$ cat src/rtl/core/dvu_pkg.sv
// ---------------------------------------------------------------------------
// dvu_pkg
// Shared types and constants of the distance vector update unit.
// ---------------------------------------------------------------------------
`default_nettype none

package dvu_pkg;

    localparam int NODES     = 16;
    localparam int IDX_W     = 4;
    localparam int COST_BITS = 16;
    localparam int HOP_W     = IDX_W + 1;
    localparam int TBL_DEPTH = NODES * NODES;
    localparam int TBL_AW    = 2 * IDX_W;

    localparam logic [IDX_W-1:0]            LAST_IDX  = IDX_W'(NODES - 1);
    localparam logic signed [COST_BITS-1:0] COST_MAX  = {1'b0, {(COST_BITS-1){1'b1}}};
    localparam logic signed [COST_BITS-1:0] COST_NONE = '1;
    localparam logic signed [HOP_W-1:0]     HOP_NONE  = '1;

    typedef enum logic [1:0] {
        REQ_LINK   = 2'd0,
        REQ_NBR    = 2'd1,
        REQ_RECOMP = 2'd2,
        REQ_NOP    = 2'd3
    } req_type_t;

    typedef enum logic [2:0] {
        ST_IDLE,
        ST_INIT,
        ST_RELAX,
        ST_DRAIN,
        ST_UPDATE,
        ST_EMIT
    } state_t;

    typedef struct packed {
        logic             start;
        logic             init;
        logic             issue;
        logic             update;
        logic [IDX_W-1:0] dest;
        logic [IDX_W-1:0] nbr;
    } cmd_t;

endpackage

`default_nettype wire

$ cat src/rtl/core/dvu_ctrl.sv
// ---------------------------------------------------------------------------
// dvu_ctrl
// Sequencer: walks destinations and neighbors for a recompute, then emits
// one result item per destination.
// ---------------------------------------------------------------------------
`default_nettype none

module dvu_ctrl (
    input  wire logic          clk,
    input  wire logic          rst_n,
    input  wire logic          req_acc,
    input  wire logic [1:0]    req_type,
    input  wire logic          rsp_acc,
    output logic               req_ready,
    output logic               rsp_valid,
    output logic               rsp_last,
    output dvu_pkg::cmd_t      cmd
);

    dvu_pkg::state_t                  state_reg;
    dvu_pkg::state_t                  state_next;
    logic [dvu_pkg::IDX_W-1:0]        j_reg;
    logic [dvu_pkg::IDX_W-1:0]        j_next;
    logic [dvu_pkg::IDX_W-1:0]        k_reg;
    logic [dvu_pkg::IDX_W-1:0]        k_next;
    logic                             start;

    assign start = req_acc && (req_type == dvu_pkg::REQ_RECOMP);

    always_ff @(posedge clk or negedge rst_n)
    begin
        if (!rst_n)
        begin
            state_reg <= dvu_pkg::ST_IDLE;
            j_reg     <= '0;
            k_reg     <= '0;
        end
        else
        begin
            state_reg <= state_next;
            j_reg     <= j_next;
            k_reg     <= k_next;
        end
    end

    always_comb
    begin
        state_next = state_reg;
        unique case (state_reg)
            dvu_pkg::ST_IDLE:
            begin
                if (start)
                    state_next = dvu_pkg::ST_INIT;
            end
            dvu_pkg::ST_INIT:
                state_next = dvu_pkg::ST_RELAX;
            dvu_pkg::ST_RELAX:
            begin
                if (k_reg == dvu_pkg::LAST_IDX)
                    state_next = dvu_pkg::ST_DRAIN;
            end
            dvu_pkg::ST_DRAIN:
                state_next = dvu_pkg::ST_UPDATE;
            dvu_pkg::ST_UPDATE:
            begin
                if (j_reg == dvu_pkg::LAST_IDX)
                    state_next = dvu_pkg::ST_EMIT;
                else
                    state_next = dvu_pkg::ST_INIT;
            end
            dvu_pkg::ST_EMIT:
            begin
                if (rsp_acc && (j_reg == dvu_pkg::LAST_IDX))
                    state_next = dvu_pkg::ST_IDLE;
            end
            default:
                state_next = dvu_pkg::ST_IDLE;
        endcase
    end

    // advance destination and neighbor counters
    always_comb
    begin
        j_next = j_reg;
        k_next = k_reg;
        case (state_reg)
            dvu_pkg::ST_IDLE:
            begin
                if (start)
                    j_next = '0;
            end
            dvu_pkg::ST_INIT:
                k_next = '0;
            dvu_pkg::ST_RELAX:
                k_next = k_reg + 1'b1;
            dvu_pkg::ST_UPDATE:
                j_next = (j_reg == dvu_pkg::LAST_IDX) ? '0 : j_reg + 1'b1;
            dvu_pkg::ST_EMIT:
            begin
                if (rsp_acc && (j_reg != dvu_pkg::LAST_IDX))
                    j_next = j_reg + 1'b1;
            end
            default:
            begin
                j_next = j_reg;
                k_next = k_reg;
            end
        endcase
    end

    always_comb
    begin
        req_ready  = 1'b0;
        rsp_valid  = 1'b0;
        rsp_last   = 1'b0;
        cmd.start  = 1'b0;
        cmd.init   = 1'b0;
        cmd.issue  = 1'b0;
        cmd.update = 1'b0;
        cmd.dest   = j_reg;
        cmd.nbr    = k_reg;
        unique case (state_reg)
            dvu_pkg::ST_IDLE:
            begin
                req_ready = 1'b1;
                cmd.start = start;
            end
            dvu_pkg::ST_INIT:
                cmd.init = 1'b1;
            dvu_pkg::ST_RELAX:
                cmd.issue = 1'b1;
            dvu_pkg::ST_DRAIN:
                cmd.issue = 1'b0;
            dvu_pkg::ST_UPDATE:
                cmd.update = 1'b1;
            dvu_pkg::ST_EMIT:
            begin
                rsp_valid = 1'b1;
                rsp_last  = (j_reg == dvu_pkg::LAST_IDX);
            end
            default:
                req_ready = 1'b0;
        endcase
    end

endmodule

`default_nettype wire

$ cat config.mk
export PLATFORM = sky130hd
export DESIGN_NAME = dvu_ctrl
export DESIGN_NICKNAME = d
export VERILOG_FILES = /design/src/rtl/core/dvu_pkg.sv /design/src/rtl/core/dvu_ctrl.sv
export SDC_FILE = /design/constraint.sdc
export NUM_CORES = 1
export LEC_CHECK = 0
export BUFFER_PORTS_ARGS = -buffer_cell sky130_fd_sc_hd__buf_2
export CORE_MARGIN = 8
export CORE_UTILIZATION = 46
export CTS_BUF_LIST = sky130_fd_sc_hd__clkbuf_4 sky130_fd_sc_hd__clkbuf_8
export CTS_CLUSTER_DIAMETER = 150
export DETAILED_ROUTE_END_ITERATION = 10
export PLACE_DENSITY = 0.76
export SLEW_MARGIN = 20
export SYNTH_ARGS = -nofsm -noshare
export SYNTH_HDL_FRONTEND = slang
export SYNTH_SLANG_ARGS = --single-unit
$ cat constraint.sdc
create_clock -name clk -period 1.4 [get_ports clk]
set_input_delay 0.28 -clock clk [delete_from_list [all_inputs] [get_ports clk]]
set_output_delay 0.28 -clock clk [all_outputs]
set_load 0.005 [all_outputs]
After elaboration in Yosys (flattened, before gate mapping)

Cells that the tools add are included.
Widths: inputs -> output; s select.

$add $sub $neg: 2
Equal/unequal tests: 13
Multiplexer cells: 17
Reduce and logical (&&, ||, !) cells: 8

Operator list:

| cell                | count |
|---|---|
| $pmux 3 s6          | 1 |
| $mux 3              | 4 |
| $mux 4              | 3 |
| $pmux 4 s3          | 1 |
| $add 4x1->4 const B | 2 |
| $eq 4x4->1 const B  | 2 |
| $ne 2x2->1 const B  | 4 |
| $pmux 4 s2          | 1 |
| $mux 1              | 7 |
| $eq 3x2->1 const B  | 2 |
| $eq 3x3->1 const B  | 2 |
| $reduce_and 3->1    | 2 |
| $ne 4x4->1 const B  | 1 |
| $eq 3x1->1 const B  | 1 |
| $logic_and 1x1->1   | 3 |
| $logic_not 3->1     | 1 |
| $reduce_bool 3->1   | 1 |
| $eq 2x2->1 const B  | 1 |
| $reduce_bool 2->1   | 1 |

Flip-flop bits (word level): 11
Input port bits: 6
Output and inout port bits: 15

Longest topological paths before layout

Word-level depth: 4
Gate-level depth with buffers: 5
Depth with buffers taken out: 5

Worst setup path after synthesis

Ideal clock, no wire load.

Path type: register -> register
Start point: reg j_reg[0] (netlist bit)
End point: reg j_reg[0] (netlist bit)
Library setup time: 0.125 ns
Data arrival time: 1.362 ns
Data required time: 1.275 ns
Slack: -0.086 ns
Cell stages (with the launch flop): 6
Path buffers: 0
Period minus slack after synthesis: 1.486 ns
Path through: dfrtp_1 -> ha_1 -> nand3_2 -> nand3_1 -> a21oi_2 -> mux2_2

Longest elaborated chain between the ends: 4
Elaborated cells between the ends (all ways): 9
Those cells by class: add/sub: 1; eq/ne: 3; mux: 3; reduce/logical: 2

Ends and longest elaborated chain:

| what                                                | RTL line       | text |
|---|---|---|
| start: declaration                                  | dvu_ctrl.sv:22 | `logic [dvu_pkg::IDX_W-1:0] j_reg;` |
| start signal: assignment                            | dvu_ctrl.sv:41 | `j_reg <= j_next;` |
| branches (longest 4 deep; another with $add 4x1->4) | -              |  |

Several ways; the timed one is not identified. The select of a mux whose other input is x is not followed.
A chain may end at the register's enable or synchronous reset.

Final worst setup path

Start point: reg state_reg[1]
End point: out rsp_last

Longest elaborated chain between the ends: 2

Ends and longest elaborated chain:

| what                     | RTL line        | text |
|---|---|---|
| start: declaration       | dvu_ctrl.sv:20  | `dvu_pkg::state_t state_reg;` |
| start signal: assignment | dvu_ctrl.sv:34  | `state_reg <= dvu_pkg::ST_IDLE;` |
| start signal: assignment | dvu_ctrl.sv:40  | `state_reg <= state_next;` |
| $eq 3x3->1               | dvu_ctrl.sv:122 | `unique case (state_reg)` |
| $mux 1                   | dvu_ctrl.sv:122 |  |
| end: declaration         | dvu_ctrl.sv:16  | `output logic rsp_last,` |

No other way between the ends.

==> metrics.cfg <==
[status]
outcome = finished, violations left
violations = setup timing

[route]
viasPerCell = 5.56
route.detailed.drc = 0
ant_nets = 0
drt-initial-drc-count = 19
firstDrtPassIters = 4
vias = 745
drt-wirelength-per-cell_microns = 18.3
wl_mm = 2.45

[yosys]
ys_seq_elements = 11
syn_area_sq_um = 659
synth_top_cell_by_area = dfrtp_1
netlist_instances = 67
synth_area_leaders = dfrtp_1 42%, mux2_2 5.1%, inv_1 4.6%
ys_seq_area_share_pct = 41.7
synth_enable_flop_cells = 0
ys_types = 31
yosysWarnings = 0
synthesis.nets = 75
synth_ff_type = dfrtp_1
synth.cells.most_frequent = 11 x dfrtp_1, 8 x inv_1, 5 x nor2_1, 4 x nand2_1
synth_most_common_cell = dfrtp_1
synth.top_cell.area_share_pct = 41.7
syn_avg_cell_area_sq_um = 9.84
async_reset_ff_share_pct = 100

[setup_path]
worstSetupPathType = reg2out
required_ns = 1.12
startpoint_type = register
critical_path.max_fanout = 4
crit_path_end_kind = primary output
arrival_ns = 1.30

[die]
core-area_sq_mm = 0.00132
initial_utilization_pct = 50.0
die_area_sq_mm = 0.00290
rows = 13
fp.dieH_microns = 53.9
io_pins = 21
fp.dieW_microns = 53.9

[power]
power_frac_seq_pct = 26.9
switching_power_uw = 900
power.density_mw_per_mm2 = 1840
swShare_pct = 40.4
irDropWorstVdd_uv = 1420
pwr-share-clk_pct = 11.2
combPwrFrac_pct = 61.9
internal_power_uw = 1330
power.leakage_uw = 0.000601

[clock_network]
cts_buffers = 3
tritoncts = built
insertion_delay_ns = 0.28
cts_sinks = 11
clkTransAtPathRegs_ns = 0.08
cts_buffer_depth = 2
cts_max_level = 1
clockRootBuffer = clkbuf_4

[grt]
grtUsageTotal_pct = 14.0
antenna_found_initial = 0
grt_pass1_wl_mm = 3.19
grt_pass1_vias = 708
grt_start_max_net_pins = 12
grt-ovfl-total = 0

[layout]
final_util_pct = 91.9
antenna_cells = 0
drive_above_1_share_pct = 66.4
area_growth_syn_to_layout_pct = 83.7
stdcell_count = 134
fin_nets = 128

[place]
port_buffers = 20
dp_cells = 113
hpwl_mm = 1.27
place_congestion = 0.771

[sta]
setup_viol_count_final = 16
slew_viol_final = 0
clock_skew_ns = 0.00788
post-route-min-period_ns = 1.58
tightest_slew_ns = 0.289
finalCritPeriodShare_pct = 113
rsz0062_at_grt = true
maxSlewHeadroom_pct = 80.5
setup_ws_ns = -0.181
finalHoldViolations = 0
max_freq_mhz = 633

[min_path]
hold_class = in2async

[flow_run]
maxCapViolations = 0

## what timing repair did
action                                  4_1_cts  5_1_grt
endpoints found under the setup margin       11       16
gates resized for setup                      19       23
buffers inserted                             12        5
pin swaps                                     6        7
hold buffers                                  1        0
hold endpoints to repair                     11        0
## critical path: stages (launching register included)
cell and delay [ns]:
dfrtp_2 0.44, buf_6 0.14, nor2b_2 0.15, nand2_2 0.08, nor2_2 0.10, buf_2 0.11
## routing by layer
metal  vias to the layer above  wire (microns)  GRT usage [%]
li1                        341               -              -
met1                       367             985           18.1
met2                        32            1290           23.7
met3                         5             131           1.65
met4                         0              40           3.78
met5                         -               0              0
## through the flow
| step | setup WS (ns) | hold WS, ns | instance area [sq um] | power [uW] | TNS [ns] |
|---|---|---|---|---|---|
| global placement | -0.0163 | 0.161 | 893 | 1400 | -0.0163 |
| CTS | -0.123 | 0.415 | 1080 | 1910 | -0.730 |
| global route | -0.228 | 0.429 | 1210 | 2360 | -2.13 |
| detailed placement | -0.0107 | 0.161 | 893 | 1420 | -0.0226 |
| finish | -0.181 | 0.397 | 1210 | 2230 | -1.45 |
| floorplan | -0.00884 | -0.0156 | 699 | 1080 | -0.0177 |
## cell usage in the layout, fill, tap and decap left out, types with 2 or more instances in the layout
master / Yosys / final
buf_2: 0 / 18
buf_6: 2 / 17
buf_4: 1 / 15
dfrtp_1: 11 / 8
inv_1: 8 / 7
clkbuf_4: 0 / 4
mux2_4: 0 / 3
dfrtp_2: 0 / 3
nor2_4: 0 / 2
nor2b_2: 0 / 2
nand3b_1: 2 / 2
nand3_4: 0 / 2
nand3_1: 3 / 2
nand2_1: 4 / 2
o21ai_1: 2 / 2
nor2_1: 5 / 2
## kinds of logic after synthesis
kind of cell               synth area share [%]
AOI/OAI and AO/OA                          14.8
adders and majority gates                  3.79
buffers and inverters                      9.11
DFF                                        41.7
muxes                                      6.64
and+or+nand+nor                            23.9
## power groups by stage
stage | clock network (uW) | logic (uW) | registers (uW)
6_report | 249 | 1380 | 600
5_1_grt | 269 | 1470 | 613
4_1_cts | 244 | 1080 | 586
3_5_place_dp | 0 | 819 | 602
3_3_place_gp | 0 | 804 | 596
2_1_floorplan | 0 | 526 | 552
## worst paths after layout
path	from	depth (start not counted)	end	slack (ns)
hold reg to reg	k_reg[3]	1	k_reg[3]	0.53
min in group clk	rsp_acc	3	j_reg[2]	0.45
setup reg to reg	state_reg[2]	6	j_reg[0]	-0.14
max in group asynchronous	rst_n	2	state_reg[2]	0.77
setup / recovery	state_reg[1]	5	rsp_last	-0.18
hold / removal	rst_n	2	j_reg[1]	0.40
## final cells by class
class	count	area, sq um
multi-input cells	45	449
repair buffers	51	404
flip-flops and latches	11	279
fillers	53	106
clock buffers	4	30.0
inverters	8	30.0
well taps	15	18.8
No activity file was read; power rests on OpenSTA's default activity.
